`config.mk`:
```
export PLATFORM = sky130hd
export DESIGN_NAME = dual_channel_linearized_moving_average_top_flat
export DESIGN_NICKNAME = d
export VERILOG_FILES = /design/src/hw/rtl/dclma_pkg.sv /design/src/hw/rtl/dclma_if.sv /design/src/hw/rtl/dclma_ring.sv /design/src/hw/rtl/dual_channel_linearized_moving_average_top.sv /design/src/flat_wrapper.sv
export SDC_FILE = /design/constraint.sdc
export NUM_CORES = 1
export LEC_CHECK = 0
export ABC_AREA = 1
export BUFFER_PORTS_ARGS = -buffer_cell sky130_fd_sc_hd__buf_2
export CORE_MARGIN = 3
export CORE_UTILIZATION = 42
export CTS_CLUSTER_SIZE = 8
export DETAILED_ROUTE_END_ITERATION = 8
export SLEW_MARGIN = 10
export SYNTH_ARGS = -nofsm -noshare
export SYNTH_HDL_FRONTEND = slang
export SYNTH_SLANG_ARGS = --single-unit
```
`constraint.sdc`:
```
create_clock -name clk -period 8.1 [get_ports clk]
set_input_delay 1.62 -clock clk [delete_from_list [all_inputs] [get_ports clk]]
set_output_delay 1.62 -clock clk [all_outputs]
set_load 0.05 [all_outputs]
```
`src/hw/rtl/dclma_pkg.sv`:
```
package dclma_pkg;

  localparam int DEPTH_LOG2_DEF = 4;

  localparam int SAMPLE_W = 10;
  localparam int AVG_W    = 16;
  localparam int COEF_W   = 16;
  localparam int PADDR_W  = 5;
  localparam int PDATA_W  = 32;

  typedef logic [SAMPLE_W-1:0] sample_t;
  typedef logic [AVG_W-1:0]    avg_t;
  typedef logic [COEF_W-1:0]   coef_t;

  // register index, byte address bits [4:2]
  localparam logic [2:0] REG_CH0_QUAD = 3'd0;
  localparam logic [2:0] REG_CH0_LIN  = 3'd1;
  localparam logic [2:0] REG_CH0_OFS  = 3'd2;
  localparam logic [2:0] REG_CH1_QUAD = 3'd3;
  localparam logic [2:0] REG_CH1_LIN  = 3'd4;
  localparam logic [2:0] REG_CH1_OFS  = 3'd5;

  localparam coef_t QUAD_RST = 16'd1;
  localparam coef_t LIN_RST  = 16'd2;
  localparam coef_t OFS_RST  = 16'd3;

  localparam logic KIND_SAMPLE = 1'b0;
  localparam logic KIND_ACK    = 1'b1;

  typedef enum logic [2:0] {
    ST_IDLE,
    ST_FETCH,
    ST_MUL1,
    ST_MUL2,
    ST_DONE
  } state_t;

endpackage

```
`src/hw/rtl/dclma_if.sv`:
```
interface dclma_in_if;
  logic                     valid;
  logic                     ready;
  logic                     kind;
  logic [dclma_pkg::SAMPLE_W-1:0] sample;

  modport source (output valid, kind, sample, input ready);
  modport sink   (input valid, kind, sample, output ready);
endinterface

interface dclma_out_if;
  logic                        valid;
  logic                        ready;
  logic [dclma_pkg::AVG_W-1:0] avg_ch0;
  logic [dclma_pkg::AVG_W-1:0] avg_ch1;
  logic                        ready_res;
  logic                        next_channel;

  modport source (output valid, avg_ch0, avg_ch1, ready_res, next_channel, input ready);
  modport sink   (input valid, avg_ch0, avg_ch1, ready_res, next_channel, output ready);
endinterface

```
`src/hw/rtl/dclma_ring.sv`:
```
// Sample ring: one write and one registered read port; unwritten entries read as zero.
module dclma_ring #(
  parameter int DEPTH_LOG2 = dclma_pkg::DEPTH_LOG2_DEF,
  localparam int AW = (DEPTH_LOG2 > 0) ? DEPTH_LOG2 : 1
) (
  input  logic                clk,
  input  logic                rst,
  input  logic                wr_en,
  input  logic [AW-1:0]       wr_addr,
  input  dclma_pkg::sample_t  wr_data,
  input  logic [AW-1:0]       rd_addr,
  output dclma_pkg::sample_t  rd_x
);
  import dclma_pkg::*;

  localparam int DEPTH = 1 << DEPTH_LOG2;

  sample_t            mem [DEPTH];
  logic [DEPTH-1:0]   vld;
  sample_t            rd_q;
  logic               rd_vld;

  always_ff @(posedge clk) begin
    if (wr_en) begin
      mem[wr_addr] <= wr_data;
    end
    rd_q   <= mem[rd_addr];
    rd_vld <= vld[rd_addr];
  end

  always_ff @(posedge clk) begin
    if (rst) begin
      vld <= '0;
    end else if (wr_en) begin
      vld[wr_addr] <= 1'b1;
    end
  end

  assign rd_x = rd_vld ? rd_q : '0;

endmodule

```
`src/hw/rtl/dual_channel_linearized_moving_average_top.sv`:
```
// Channel   Kind      Transfer payload
// in_ch     sink      kind (0 sample, 1 acknowledge), sample[9:0]
// out_ch    source    avg_ch0[15:0], avg_ch1[15:0], ready_res, next_channel
// apb       slave     six 16-bit coefficient registers at 4*i
//
// Each item walks both rings in turn after its transfer: every ring entry
// passes through FETCH, MUL1 and MUL2 on the shared 16x10 multiplier
// (fetch, a*x+b, x*t+c); ST_DONE loads the output register once any
// prior result is taken. in_ch.ready is high only while the sequencer idles.
// Synchronous reset clears the rings (valid bits), pointers and flags.
// A pending result may sit in the output register while the next item runs.
module dual_channel_linearized_moving_average_top #(
  parameter int DEPTH_LOG2 = dclma_pkg::DEPTH_LOG2_DEF
) (
  input  logic                              clk,
  input  logic                              rst,
  dclma_in_if.sink                          in_ch,
  dclma_out_if.source                       out_ch,
  input  logic                              psel,
  input  logic                              penable,
  input  logic                              pwrite,
  input  logic [dclma_pkg::PADDR_W-1:0]     paddr,
  input  logic [dclma_pkg::PDATA_W-1:0]     pwdata,
  output logic [dclma_pkg::PDATA_W-1:0]     prdata,
  output logic                              pready
);
  import dclma_pkg::*;

  localparam int AW    = (DEPTH_LOG2 > 0) ? DEPTH_LOG2 : 1;
  localparam int DEPTH = 1 << DEPTH_LOG2;
  localparam logic [AW-1:0] LAST_IDX = AW'(DEPTH - 1);

  // ---------------------------------------------------------------------
  // Coefficient registers
  // ---------------------------------------------------------------------
  coef_t ch0_quad_coef, ch0_lin_coef, ch0_offset;
  coef_t ch1_quad_coef, ch1_lin_coef, ch1_offset;
  logic  cfg_wr;
  coef_t cfg_rd;

  assign pready = 1'b1;
  assign cfg_wr = psel & penable & pwrite & pready;

  always_ff @(posedge clk) begin
    if (rst) begin
      ch0_quad_coef <= QUAD_RST;
      ch0_lin_coef  <= LIN_RST;
      ch0_offset    <= OFS_RST;
      ch1_quad_coef <= QUAD_RST;
      ch1_lin_coef  <= LIN_RST;
      ch1_offset    <= OFS_RST;
    end else if (cfg_wr) begin
      unique case (paddr[4:2])
        REG_CH0_QUAD: ch0_quad_coef <= pwdata[COEF_W-1:0];
        REG_CH0_LIN:  ch0_lin_coef  <= pwdata[COEF_W-1:0];
        REG_CH0_OFS:  ch0_offset    <= pwdata[COEF_W-1:0];
        REG_CH1_QUAD: ch1_quad_coef <= pwdata[COEF_W-1:0];
        REG_CH1_LIN:  ch1_lin_coef  <= pwdata[COEF_W-1:0];
        REG_CH1_OFS:  ch1_offset    <= pwdata[COEF_W-1:0];
        default: ; // unmapped: dropped
      endcase
    end
  end

  always_comb begin
    unique case (paddr[4:2])
      REG_CH0_QUAD: cfg_rd = ch0_quad_coef;
      REG_CH0_LIN:  cfg_rd = ch0_lin_coef;
      REG_CH0_OFS:  cfg_rd = ch0_offset;
      REG_CH1_QUAD: cfg_rd = ch1_quad_coef;
      REG_CH1_LIN:  cfg_rd = ch1_lin_coef;
      REG_CH1_OFS:  cfg_rd = ch1_offset;
      default:      cfg_rd = '0;
    endcase
  end

  assign prdata = {{(PDATA_W-COEF_W){1'b0}}, cfg_rd};

  // ---------------------------------------------------------------------
  // Sequencer state
  // ---------------------------------------------------------------------
  state_t          state, state_next;
  logic            cur_channel;   // channel the next sample goes to
  logic            ready_flag;
  logic [AW-1:0]   ptr0, ptr1;
  logic            pass_ch;       // ring being summed
  logic [AW-1:0]   idx;
  logic            in_acc;
  logic            out_load;
  logic            out_valid;
  logic            wr_en0, wr_en1;
  logic            last;

  // datapath
  sample_t         x0, x1, x;
  coef_t           coef_a, coef_b, coef_c;
  coef_t           mul_lhs;
  logic [COEF_W+SAMPLE_W-1:0] prod_full;
  coef_t           mul_res;
  avg_t            sum_next;
  coef_t           term_q;        // a*x + b
  avg_t            acc;
  avg_t            avg0, avg1;
  avg_t            out_avg0, out_avg1;
  logic            out_rdy_res, out_next_ch;

  function automatic logic [AW-1:0] ptr_inc(input logic [AW-1:0] p);
    ptr_inc = (p == LAST_IDX) ? '0 : p + 1'b1;
  endfunction

  assign in_acc = in_ch.valid & in_ch.ready;
  assign wr_en0 = in_acc & (in_ch.kind == KIND_SAMPLE) & ~cur_channel;
  assign wr_en1 = in_acc & (in_ch.kind == KIND_SAMPLE) &  cur_channel;
  assign last   = (idx == LAST_IDX);

  dclma_ring #(.DEPTH_LOG2(DEPTH_LOG2)) u_ring0 (
    .clk     (clk),
    .rst     (rst),
    .wr_en   (wr_en0),
    .wr_addr (ptr0),
    .wr_data (in_ch.sample),
    .rd_addr (idx),
    .rd_x    (x0)
  );

  dclma_ring #(.DEPTH_LOG2(DEPTH_LOG2)) u_ring1 (
    .clk     (clk),
    .rst     (rst),
    .wr_en   (wr_en1),
    .wr_addr (ptr1),
    .wr_data (in_ch.sample),
    .rd_addr (idx),
    .rd_x    (x1)
  );

  // Shared multiplier: a*x in MUL1, x*(a*x+b) in MUL2, all mod 2^16.
  assign x       = pass_ch ? x1 : x0;
  assign coef_a  = pass_ch ? ch1_quad_coef : ch0_quad_coef;
  assign coef_b  = pass_ch ? ch1_lin_coef  : ch0_lin_coef;
  assign coef_c  = pass_ch ? ch1_offset    : ch0_offset;
  assign mul_lhs = (state == ST_MUL2) ? term_q : coef_a;
  assign prod_full = mul_lhs * x;
  assign mul_res   = prod_full[COEF_W-1:0];
  assign sum_next  = acc + mul_res + coef_c;

  // next state
  always_comb begin
    state_next = state;
    unique case (state)
      ST_IDLE:  if (in_acc) state_next = ST_FETCH;
      ST_FETCH: state_next = ST_MUL1;
      ST_MUL1:  state_next = ST_MUL2;
      ST_MUL2: begin
        if (last && pass_ch) state_next = ST_DONE;
        else                 state_next = ST_FETCH;
      end
      ST_DONE:  if (!out_valid || out_ch.ready) state_next = ST_IDLE;
      default:  state_next = ST_IDLE;
    endcase
  end

  // handshake outputs
  always_comb begin
    in_ch.ready = (state == ST_IDLE);
    out_load    = (state == ST_DONE) && (!out_valid || out_ch.ready);
  end

  // control registers
  always_ff @(posedge clk) begin
    if (rst) begin
      state       <= ST_IDLE;
      cur_channel <= 1'b1;
      ready_flag  <= 1'b0;
      ptr0        <= '0;
      ptr1        <= '0;
      pass_ch     <= 1'b0;
      idx         <= '0;
      out_valid   <= 1'b0;
    end else begin
      state <= state_next;
      if (in_acc) begin
        pass_ch <= 1'b0;
        idx     <= '0;
        if (in_ch.kind == KIND_ACK) begin
          ready_flag <= 1'b0;
        end else if (cur_channel) begin
          ptr1        <= ptr_inc(ptr1);
          ready_flag  <= 1'b1;
          cur_channel <= 1'b0;
        end else begin
          ptr0        <= ptr_inc(ptr0);
          cur_channel <= 1'b1;
        end
      end
      if (state == ST_MUL2) begin
        if (last) begin
          idx     <= '0;
          pass_ch <= 1'b1;
        end else begin
          idx <= idx + 1'b1;
        end
      end
      if (out_load) begin
        out_valid <= 1'b1;
      end else if (out_ch.ready) begin
        out_valid <= 1'b0;
      end
    end
  end

  // datapath registers
  always_ff @(posedge clk) begin
    if (in_acc) begin
      acc <= '0;
    end
    if (state == ST_MUL1) begin
      term_q <= mul_res + coef_b;
    end
    if (state == ST_MUL2) begin
      if (last) begin
        acc <= '0;
        if (pass_ch) avg1 <= sum_next >> DEPTH_LOG2;
        else         avg0 <= sum_next >> DEPTH_LOG2;
      end else begin
        acc <= sum_next;
      end
    end
    if (out_load) begin
      out_avg0    <= avg0;
      out_avg1    <= avg1;
      out_rdy_res <= ready_flag;
      out_next_ch <= cur_channel;
    end
  end

  assign out_ch.valid        = out_valid;
  assign out_ch.avg_ch0      = out_avg0;
  assign out_ch.avg_ch1      = out_avg1;
  assign out_ch.ready_res    = out_rdy_res;
  assign out_ch.next_channel = out_next_ch;

  // ---------------------------------------------------------------------
  // Assertions
  // ---------------------------------------------------------------------
  a_busy_after_transfer: assert property (@(posedge clk) disable iff (rst)
    in_acc |=> state == ST_FETCH)
    else $error("sequencer did not start after input transfer");

  a_channel_holds: assert property (@(posedge clk) disable iff (rst)
    !(in_acc && in_ch.kind == KIND_SAMPLE) |=> $stable(cur_channel))
    else $error("channel moved without a sample");

  a_flag_on_ch1: assert property (@(posedge clk) disable iff (rst)
    wr_en1 |=> ready_flag && !cur_channel)
    else $error("channel 1 sample did not set ready flag");

  a_single_write: assert property (@(posedge clk) disable iff (rst)
    !(wr_en0 && wr_en1))
    else $error("both rings written at once");

endmodule
```
`src/flat_wrapper.sv`:
```
// flat-port wrapper written by rule: the top's interface ports become plain ports
module dual_channel_linearized_moving_average_top_flat import dclma_pkg::*;
#(
  parameter int DEPTH_LOG2 = dclma_pkg::DEPTH_LOG2_DEF
)
  (clk, rst, psel, penable, pwrite, paddr, pwdata, prdata, pready, in_ch_valid, in_ch_kind, in_ch_sample, in_ch_ready, out_ch_valid, out_ch_avg_ch0, out_ch_avg_ch1, out_ch_ready_res, out_ch_next_channel, out_ch_ready);
  dclma_in_if in_ch_i ();
  dclma_out_if out_ch_i ();
  input  logic clk;
  input  logic rst;
  input  logic psel;
  input  logic penable;
  input  logic pwrite;
  input  logic [dclma_pkg::PADDR_W-1:0] paddr;
  input  logic [dclma_pkg::PDATA_W-1:0] pwdata;
  output logic [dclma_pkg::PDATA_W-1:0] prdata;
  output logic pready;
  input wire logic [$bits(in_ch_i.valid)-1:0] in_ch_valid;
  input wire logic [$bits(in_ch_i.kind)-1:0] in_ch_kind;
  input wire logic [$bits(in_ch_i.sample)-1:0] in_ch_sample;
  output wire logic [$bits(in_ch_i.ready)-1:0] in_ch_ready;
  output wire logic [$bits(out_ch_i.valid)-1:0] out_ch_valid;
  output wire logic [$bits(out_ch_i.avg_ch0)-1:0] out_ch_avg_ch0;
  output wire logic [$bits(out_ch_i.avg_ch1)-1:0] out_ch_avg_ch1;
  output wire logic [$bits(out_ch_i.ready_res)-1:0] out_ch_ready_res;
  output wire logic [$bits(out_ch_i.next_channel)-1:0] out_ch_next_channel;
  input wire logic [$bits(out_ch_i.ready)-1:0] out_ch_ready;
  assign in_ch_i.valid = in_ch_valid;
  assign in_ch_i.kind = in_ch_kind;
  assign in_ch_i.sample = in_ch_sample;
  assign in_ch_ready = in_ch_i.ready;
  assign out_ch_valid = out_ch_i.valid;
  assign out_ch_avg_ch0 = out_ch_i.avg_ch0;
  assign out_ch_avg_ch1 = out_ch_i.avg_ch1;
  assign out_ch_ready_res = out_ch_i.ready_res;
  assign out_ch_next_channel = out_ch_i.next_channel;
  assign out_ch_i.ready = out_ch_ready;
  dual_channel_linearized_moving_average_top #(.DEPTH_LOG2(DEPTH_LOG2)) u_core (.clk(clk), .rst(rst), .in_ch(in_ch_i), .out_ch(out_ch_i), .psel(psel), .penable(penable), .pwrite(pwrite), .paddr(paddr), .pwdata(pwdata), .prdata(prdata), .pready(pready));
endmodule
```
-- Word level (Yosys, flattened, before mapping)
Memories as Yosys holds them, arrays and structs flattened. A register that Yosys moved wholly into a read port is not among the register bits.
Index checks and enable logic that the tools add are counted.
- add/sub/neg operators: 6
- multiply operators: 1
- order comparisons: 5
- eq/ne operators: 14
- muxes and demuxes: 40
- bitwise gates (word level): 11
- reduce and logical (&&, ||, !) cells: 24
- operators with widths (operator ; count):
    16-bit 2-to-1 mux ; 7
    16-bit case mux with 6 select lines ; 1
    16-bit adder ; 3
    16-bit OR ; 2
    10-bit 2-to-1 mux ; 3
    4-bit 2-to-1 mux ; 5
    2-bit AND reduction ; 9
    16-bit by 10-bit multiplier with 16-bit output ; 1
    1-bit 2-to-1 mux ; 16
    4-bit by 5-bit < comparator with 1-bit output, second input constant ; 3
    3-bit case mux with 5 select lines ; 1
    4-bit by 1-bit adder with 4-bit output, second input constant ; 3
    3-bit by 2-bit == test with 1-bit output, second input constant ; 4
    4-bit == test, second input constant ; 3
    3-bit AND reduction ; 4
    3-bit == test, second input constant ; 3
    3-bit 2-to-1 mux ; 3
    1-bit binary-select mux with 4-bit select ; 2
    1-bit demux with 4-bit select ; 2
    4-bit by 1-bit greater-or-equal comparator with 1-bit output, second input constant ; 2
    1-bit bitwise AND ; 6
    3-bit by 1-bit == test with 1-bit output, second input constant ; 2
    3-bit logical NOT ; 2
    2-bit nonzero test ; 3
    6 further kinds ; 11
- register bits after elaboration: 231
- RAM bits: 320
- input port bits: 55
- output and inout bits: 69
- word-level logic and storage cells: 129
- memories kept: 2
- memory list (name ; depth ; width ; read ports ; clocked after memory_dff ; wr ports ; RTL line ; RTL):
    u_core.u_ring0.mem ; 16 ; 10 ; 1 ; 1 ; 1 ; dclma_ring.sv:18 ; sample_t mem [DEPTH];
    u_core.u_ring1.mem ; 16 ; 10 ; 1 ; 1 ; 1 ; dclma_ring.sv:18 ;

-- Depth between registers and ports, before layout
Gate-level depths: netlist of run 1.
- depth after elaboration: 7
- gate-level depth with buffers: 40
- mapped depth without buffers: 38

-- Modules after synthesis
Synthesis of run 1 repeated with hierarchy kept, for this count alone.
- cells, all modules: 3371
- area total of the unflattened synthesis: 29485.8 um^2
- modules (own cells, without submodules) (module ; instances ; cells an instance ; area an instance (um^2) ; seq. area each (um^2)):
    dual_channel_linearized_moving_average_top ; 1 ; 1751 ; 13630.6 ; 4764.6
    dclma_ring (u_core.u_ring0) ; 1 ; 810 ; 7931.4 ; 5345.1
    dclma_ring (u_core.u_ring1) ; 1 ; 810 ; 7923.8 ; 5345.1

-- Least setup slack after synthesis of run 1
No wires, ideal clock.
- path kind: flip-flop to flip-flop
- start point: reg u_core.state[2]
- end point: reg u_core.avg0[11] (data pin)
- setup time: 0.259 ns
- arrival: 6.776 ns
- data required time: 7.841 ns
- path slack: 1.065 ns
- cell stages (with the launch flop): 36
- buffers on the path: 2
- clock period less this slack: 7.035 ns
- cells stage by stage: dfxtp_1 > inv_1 > nand3_2 > buf_6 > clkbuf_1 > o211ai_1 > o21ai_0 > inv_1 > nand2_1 > fa_1 > fa_1 > inv_1 > fa_1 > fa_1 > inv_1 > fa_1 > inv_1 > ha_1 > inv_1 > nor3_1 > nand3_1 > nand3_1 > xor2_1 > xnor2_1 > inv_1 > ha_1 > a21o_1 > ha_1 > inv_1 > nor3_1 > a21oi_1 > nand2_1 > xor2_1 > inv_1 > nand2_1 > nand2_1
- word-level cells in the longest chain between the ends: 5
- RTL lines (element ; RTL line ; RTL):
    start, declared ; dual_channel_linearized_moving_average_top.sv:82 ; state_t state, state_next;
    start signal, assigned ; dual_channel_linearized_moving_average_top.sv:180 ; state <= state_next;
    3-bit by 2-bit == test with 1-bit output ; dual_channel_linearized_moving_average_top.sv:141 ; assign mul_lhs = (state == ST_MUL2) ? term_q : coef_a;
    16-bit 2-to-1 mux ; dual_channel_linearized_moving_average_top.sv:141 ;
    16-bit by 10-bit multiplier with 16-bit output ; dual_channel_linearized_moving_average_top.sv:142 ; assign prod_full = mul_lhs * x;
    16-bit adder (2 in a row) ; dual_channel_linearized_moving_average_top.sv:144 ; assign sum_next = acc + mul_res + coef_c;
    net u_core.sum_next[15] ; dual_channel_linearized_moving_average_top.sv:100 ; avg_t sum_next;
    end signal, assigned ; dual_channel_linearized_moving_average_top.sv:223 ; else avg0 <= sum_next >> DEPTH_LOG2;
    end, declared ; dual_channel_linearized_moving_average_top.sv:103 ; avg_t avg0, avg1;
The timed path passes the listed nets, and every way through them passes these cells.
A chain may end at the register's enable or synchronous reset.

-- Final worst setup path of run 1
- start point: reg u_core.pass_ch
- end point: reg u_core.avg0[11] (data pin)
- word-level cells in the longest chain between the ends: 5
- elaborated cells on any way between the ends: 7
- those cells by class: 2 x add/sub; 1 x mul; 4 x mux
- RTL lines (element ; RTL line ; RTL):
    start, declared ; dual_channel_linearized_moving_average_top.sv:86 ; logic pass_ch;
    start signal, assigned ; dual_channel_linearized_moving_average_top.sv:176 ; pass_ch <= 1'b0;
    start signal, assigned ; dual_channel_linearized_moving_average_top.sv:182 ; pass_ch <= 1'b0;
    start signal, assigned ; dual_channel_linearized_moving_average_top.sv:198 ; pass_ch <= 1'b1;
    16-bit 2-to-1 mux ; dual_channel_linearized_moving_average_top.sv:138 ; assign coef_a = pass_ch ? ch1_quad_coef : ch0_quad_coef;
    16-bit 2-to-1 mux ; dual_channel_linearized_moving_average_top.sv:141 ;
    16-bit by 10-bit multiplier with 16-bit output ; dual_channel_linearized_moving_average_top.sv:142 ;
    16-bit adder ; dual_channel_linearized_moving_average_top.sv:144 ;
    16-bit adder (*) ; dual_channel_linearized_moving_average_top.sv:144 ;
    net u_core.sum_next[15] ; dual_channel_linearized_moving_average_top.sv:100 ;
The timed path passes the listed nets; every way through them passes the cells marked *.

==> results of run 1 <==
-- Yosys cell counts (4+ instances only) --
cell type / number / area [µm²]
nor3_1: 15 / 75.1
o31ai_1: 4 / 30.0
xor2_1: 30 / 263
inv_1: 314 / 1180
nor2_1: 492 / 1850
edfxtp_1: 402 / 12100
a21o_1: 5 / 37.5
o221ai_1: 70 / 613
clkbuf_1: 109 / 409
buf_1: 4 / 15.0
a22oi_1: 12 / 90.1
dfxtp_1: 169 / 3380
inv_2: 10 / 37.5
o22ai_1: 28 / 175
fa_1: 84 / 1680
o21ai_1: 6 / 30.0
o21ai_0: 318 / 1590
buf_4: 26 / 195
nand2_2: 9 / 56.3
nand2_1: 340 / 1280
o211ai_1: 30 / 225
buf_2: 4 / 20.0
nand3_1: 85 / 425
o21bai_1: 5 / 37.5
a221oi_1: 10 / 87.6
a21oi_1: 96 / 480
ha_1: 68 / 851
xnor2_1: 11 / 96.3
-- repair_timing --
item | in CTS | in global routing
endpoints found under the hold margin | 0 | 0
buffers inserted | 0 | 9
endpoints found under the setup margin | 0 | 13
resized for setup | 0 | 7
-- cells by family after synthesis --
family / Yosys count / synth area share [%]
buffers and inverters: 475 / 6.95
other: 2 / 0.0272
flip-flops: 571 / 56.0
AND/OR/NAND/NOR: 957 / 13.8
AO/OA/AOI/OAI: 598 / 12.8
adder cells (fa/ha/maj): 152 / 9.17
XOR/XNOR: 41 / 1.30
-- worst register-to-register path: cells and delay by family (launching register included) --
family / cells / cell delay [ps]
AND/OR/NAND/NOR: 8 / 1010
buffers and inverters: 10 / 1100
XOR/XNOR: 2 / 360
flip-flops: 1 / 460
AO/OA/AOI/OAI: 6 / 960
adder cells (fa/ha/maj): 8 / 3640
-- metrics by stage --
stage	hold slack, ps	utilization, %
after floorplan	400	-
after global placement	402	44.7
after detailed placement	405	44.7
after CTS	400	48.5
after global routing	411	48.7
final	394	48.7
-- power by group --
part	internal (mW)	switching [mW]	leakage [nW]
clock	1.95	1.28	1.16
combinational	0.127	0.362	6.24
sequential	3.18	0.0246	5.01
-- routing by layer --
metal	wire length (µm)	global-route usage [%]	vias up
met5	0	0	-
met4	2410	7.88	0
met3	5980	4.49	139
met2	36500	35.8	800
met1	32500	29.5	10000
li1	-	-	9631
-- worst paths after layout --
path	startpoint	endpoint	slack (ps)	cells past startpoint
min	u_core.avg0[7]$_DFFE_PP_	u_core.out_ch.avg_ch0[7]$_DFFE_PP_	390	0
min reg2reg	u_core.avg0[7]$_DFFE_PP_	u_core.out_ch.avg_ch0[7]$_DFFE_PP_	390	0
max	u_core.pass_ch$_SDFF_PP0_	u_core.avg0[11]$_DFFE_PP_	360	34
max reg2reg	u_core.pass_ch$_SDFF_PP0_	u_core.avg0[11]$_DFFE_PP_	360	34
-- sequential cells by signal, indices dropped and copies added, names as in the netlist, 16 cells and up --
register,flops
u_core.acc,16
u_core.ch0_lin_coef,16
u_core.ch0_offset,16
u_core.ch0_quad_coef,16
u_core.ch1_lin_coef,16
u_core.ch1_offset,16
u_core.ch1_quad_coef,16
u_core.term_q,16
u_core.u_ring0.mem,160
u_core.u_ring0.vld,16
u_core.u_ring1.mem,160
u_core.u_ring1.vld,16
-- final cells by class --
type | instances | area (µm²) | share of cell area, %
Clock buffer | 138 | 2280 | 7.25
Clock inverter | 9 | 188 | 0.596
Inverter | 328 | 1240 | 3.92
Multi-Input combinational cell | 1773 | 10400 | 33.0
Sequential cell | 571 | 15500 | 49.1
Tap cell | 855 | 1070 | 3.40
Timing Repair Buffer | 144 | 881 | 2.80
==> results.json, run 1 <==
{
  "slowest_stage": "fa_1",
  "dpl.hpwl_um": 50500,
  "io_buffers": 80,
  "relSlewSlack_pct": 17.7,
  "status": "complete, no violations",
  "cts_tree": "built",
  "synth.avg_cell_area_um2": 9.88,
  "synth_edf_count": 402,
  "cts_made_buffers": 82,
  "cp.required_ps": 8450,
  "critPathArrivalTime_ps": 8090,
  "layout_common_cells": "488 x nor2_1, 402 x edfxtp_1, 340 x nand2_1",
  "critPathBufInv": 10,
  "critPathKind": "reg -> reg",
  "synth_seq_cells": 571,
  "avgRoutedWirePerCell_um": 20.3,
  "core_mm2": 0.0647,
  "syn-instance-count": 2796,
  "slew_viol_final": 0,
  "critPathMaxStageDelay_ps": 570,
  "syn2layout_area_growth_pct": 14.1,
  "path_clk_slew_ps": 50,
  "grt_pass1_vias": 20100,
  "clock_sinks": 571,
  "critPathTopFamily": "adder cells",
  "htree_levels": 3,
  "drc": 0,
  "fin_crit_sh_pct": 95.6,
  "via_per_inst": 5.39,
  "final_area_mm2": 0.0315,
  "drt-initial-drc-count": 1959,
  "crit_path_end_kind": "flip-flop",
  "pre_cts_ws_ps": 118,
  "hold_class": "reg -> reg",
  "fmax_mhz": 129,
  "overflow": 0,
  "drtPass1Iterations": 6,
  "die_h_um": 262,
  "cp-start-kind": "flip-flop",
  "power.total_mw": 6.92,
  "io_pins": 124,
  "layout_commonest_cell": "nor2_1",
  "vias": 20600,
  "max-cap-violations": 0,
  "routed_wl_um": 77400,
  "grt_usage_pct": 22.1,
  "fin_cells": 3818,
  "ys_seq_area_share_pct": 56.0,
  "ir_drop_uv": 204,
  "initial_core_util_pct": 42.7,
  "cp_max_fo": 31,
  "ys_warn_count": 0,
  "post-route-min-period_ps": 7740,
  "p_leak_nw": 12.4,
  "post_dp_cell_area_mm2": 0.0289,
  "die-area_mm2": 0.0689,
  "drtAntennaViolNets": 0,
  "grt_antenna_before_repair": 0,
  "power.density_mw_per_mm2": 220,
  "layout.nets": 3107,
  "ctsHoldBuffers": 0,
  "hold_violations": 0,
  "antenna_cells": 0,
  "place_congestion": 0.888,
  "ys_async_sr_fraction_pct": 0,
  "drive_above_1_share_pct": 9.82,
  "grt_max_degree": 97,
  "clock_tree.root_cell": "clkbuf_16",
  "ys.flop_type": "edfxtp_1",
  "rows": 93,
  "netlist_area_mm2": 0.0276,
  "dp_cells": 3662,
  "fill_cells": 5928,
  "fin_worst_skew_ps": 48.1,
  "setup_viol": 0,
  "worst_slack_ps": 357,
  "grt_pass1_wl_um": 118000,
  "clock_path_buffers": 3,
  "clock_latency_ps": 630,
  "setup_tns_ps": 0,
  "synth_cell_type_count": 51,
  "fp.dieW_um": 262,
  "tightestPinTransition_ps": 1230,
  "cpMostUsedCell": "inv_1"
}
No activity file was read; power rests on OpenSTA's default activity.
==> inputs of run 2 (changes only) <==
==> constraint.sdc (replaced) <==
create_clock -name clk -period 9 [get_ports clk]
set_input_delay 1.8 -clock clk [delete_from_list [all_inputs] [get_ports clk]]
set_output_delay 1.8 -clock clk [all_outputs]
set_load 0.05 [all_outputs]
==> run 2 against run 1 <==
Die area unchanged. First-iteration DRC count is 11% higher. Worst setup slack improved by 630 ps. Critical path type unchanged. Largest cell class unchanged. Register-to-register slack better by 630 ps. Highest routed layer unchanged. Global-route usage decreased by 0.18 points. Largest power group unchanged. Sequential share of layout area grew 0.27 points. Non-clock buffer count down 21. Routed wire length shrank 0.63%. Clock skew is 2.0 ps higher.
==> results.json, run 2 (synthesis results as in run 1) <==
{
  "status": "complete, no violations",
  "p_seq_share_pct": 46.2,
  "rows": 93,
  "syn2layout_area_growth_pct": 13.5,
  "final_util_pct": 48.4,
  "die-area_mm2": 0.0689,
  "clock_latency_ps": 630,
  "grt_antenna_before_repair": 0,
  "critPathMaxStageDelay_ps": 520,
  "max-cap-violations": 0,
  "die_h_um": 262,
  "power.switching_mw": 1.48,
  "layout_commonest_cell": "nor2_1",
  "critPathBufInv": 10,
  "slowest_stage": "fa_1",
  "p_leak_nw": 12.3,
  "antenna_cells": 0,
  "grt_max_degree": 97,
  "dp_cells": 3650,
  "internal_power_mw": 4.75,
  "drc": 0,
  "slew_viol_final": 0,
  "critPathTopFamily": "adder cells",
  "route.met3.wl_um": 5260,
  "wl_met1_um": 32500,
  "grt_pass1_vias": 20300,
  "drtAntennaViolNets": 0,
  "io_buffers": 80,
  "fin_worst_skew_ps": 50.1,
  "cts_resized": 0,
  "ir_drop_uv": 227,
  "clock_sinks": 571,
  "cp_max_fo": 19,
  "fin_crit_sh_pct": 89.1,
  "fin_cells": 3796,
  "initial_core_util_pct": 42.7,
  "via_per_inst": 5.44,
  "cts_tree": "built",
  "place_congestion": 0.879,
  "tightestPinTransition_ps": 1230,
  "routed.top_layer": "met4",
  "fp.dieW_um": 262,
  "drt-initial-drc-count": 2175,
  "htree_levels": 3,
  "top_regs": "u_core.u_ring0.mem x160, u_core.u_ring1.mem x160",
  "pwr-share-comb_pct": 6.9,
  "ctsHoldBuffers": 0,
  "vias": 20700,
  "clkPwrFrac_pct": 46.8,
  "clock_path_buffers": 3,
  "cts_setup_buffers": 0,
  "relSlewSlack_pct": 17.8,
  "critPathKind": "reg -> reg",
  "routed_wl_um": 76900,
  "grt_usage_pct": 21.9,
  "cpMostUsedCell": "inv_1",
  "clock_tree.root_cell": "clkbuf_16",
  "overflow": 0,
  "grt_pass1_wl_um": 118000,
  "fmax_mhz": 125,
  "drive_above_1_share_pct": 9.01,
  "route.met2.wl_um": 36800,
  "power.density_mw_per_mm2": 199,
  "hold_violations": 0,
  "cp-start-kind": "flip-flop",
  "hold_class": "reg -> reg",
  "fill_cells": 5967,
  "cp.required_ps": 9340,
  "dpl.hpwl_um": 50100,
  "setup_tns_ps": 0,
  "layout_common_cells": "488 x nor2_1, 402 x edfxtp_1, 340 x nand2_1",
  "critPathArrivalTime_ps": 8360,
  "setup_viol": 0,
  "path_clk_slew_ps": 60,
  "cts_made_buffers": 82,
  "post-route-min-period_ps": 8020,
  "core_mm2": 0.0647,
  "layout.nets": 3086,
  "rsz0062_at_grt": "false",
  "drtPass1Iterations": 8,
  "avgRoutedWirePerCell_um": 20.3,
  "p_sw_share_pct": 23.8,
  "crit_path_end_kind": "flip-flop",
  "io_pins": 124
}
## run 2: changes by cell type in the layout (fill, tap and decap cells not counted), sizes merged
cell | previous run | this run
buf | 143 | 123
clkinv | 12 | 10
## run 2: path summary, 6_finish.rpt
kind	cells after the start	endpoint	startpoint	slack (ps)
worst min register to register	0	u_core.out_ch.avg_ch1[11]$_DFFE_PP_	u_core.avg1[11]$_DFFE_PP_	410
worst max-delay path	34	u_core.acc[15]$_SDFFCE_PP0P_	u_core.state[2]$_SDFFE_PP0P_	980
worst max register to register	34	u_core.acc[15]$_SDFFCE_PP0P_	u_core.state[2]$_SDFFE_PP0P_	980
worst min-delay path	0	u_core.out_ch.avg_ch1[11]$_DFFE_PP_	u_core.avg1[11]$_DFFE_PP_	410
## run 2: per-stage QoR
step                      hold WS, ps  power [mW]  instance area [µm²]  setup WS [ps]
final                             409        6.23                31300            983
after global routing              423        6.45                31300            392
after CTS                         411        6.28                31300            945
after detailed placement          405        3.36                28800           1020
after global placement            404        3.35                28800           1020
after floorplan                   400        3.21                27700           1970
## run 2: area by class of cell
| type | instances | area (µm²) | share of cell area (%) |
|---|---|---|---|
| clock buffers | 139 | 2320 | 7.40 |
| clock inverters | 7 | 174 | 0.555 |
| well taps | 855 | 1070 | 3.41 |
| repair buffers | 123 | 723 | 2.31 |
| inverters | 328 | 1240 | 3.95 |
| multi-input cells | 1773 | 10300 | 33.0 |
| flip-flops and latches | 571 | 15500 | 49.3 |
## run 2: power groups by stage
stage | registers [mW] | clock network [mW] | logic (mW)
6_report | 2.88 | 2.92 | 0.433
5_1_grt | 2.88 | 3.09 | 0.476
4_1_cts | 2.88 | 2.97 | 0.432
3_5_place_dp | 2.93 | 0 | 0.430
3_3_place_gp | 2.93 | 0 | 0.419
2_1_floorplan | 2.92 | 0 | 0.285
## run 2: layer usage
layer	global-route usage, %	vias to the layer above
li1	-	9593
met1	29.6	10100
met2	35.8	792
met3	3.58	147
met4	7.76	0
met5	0	-
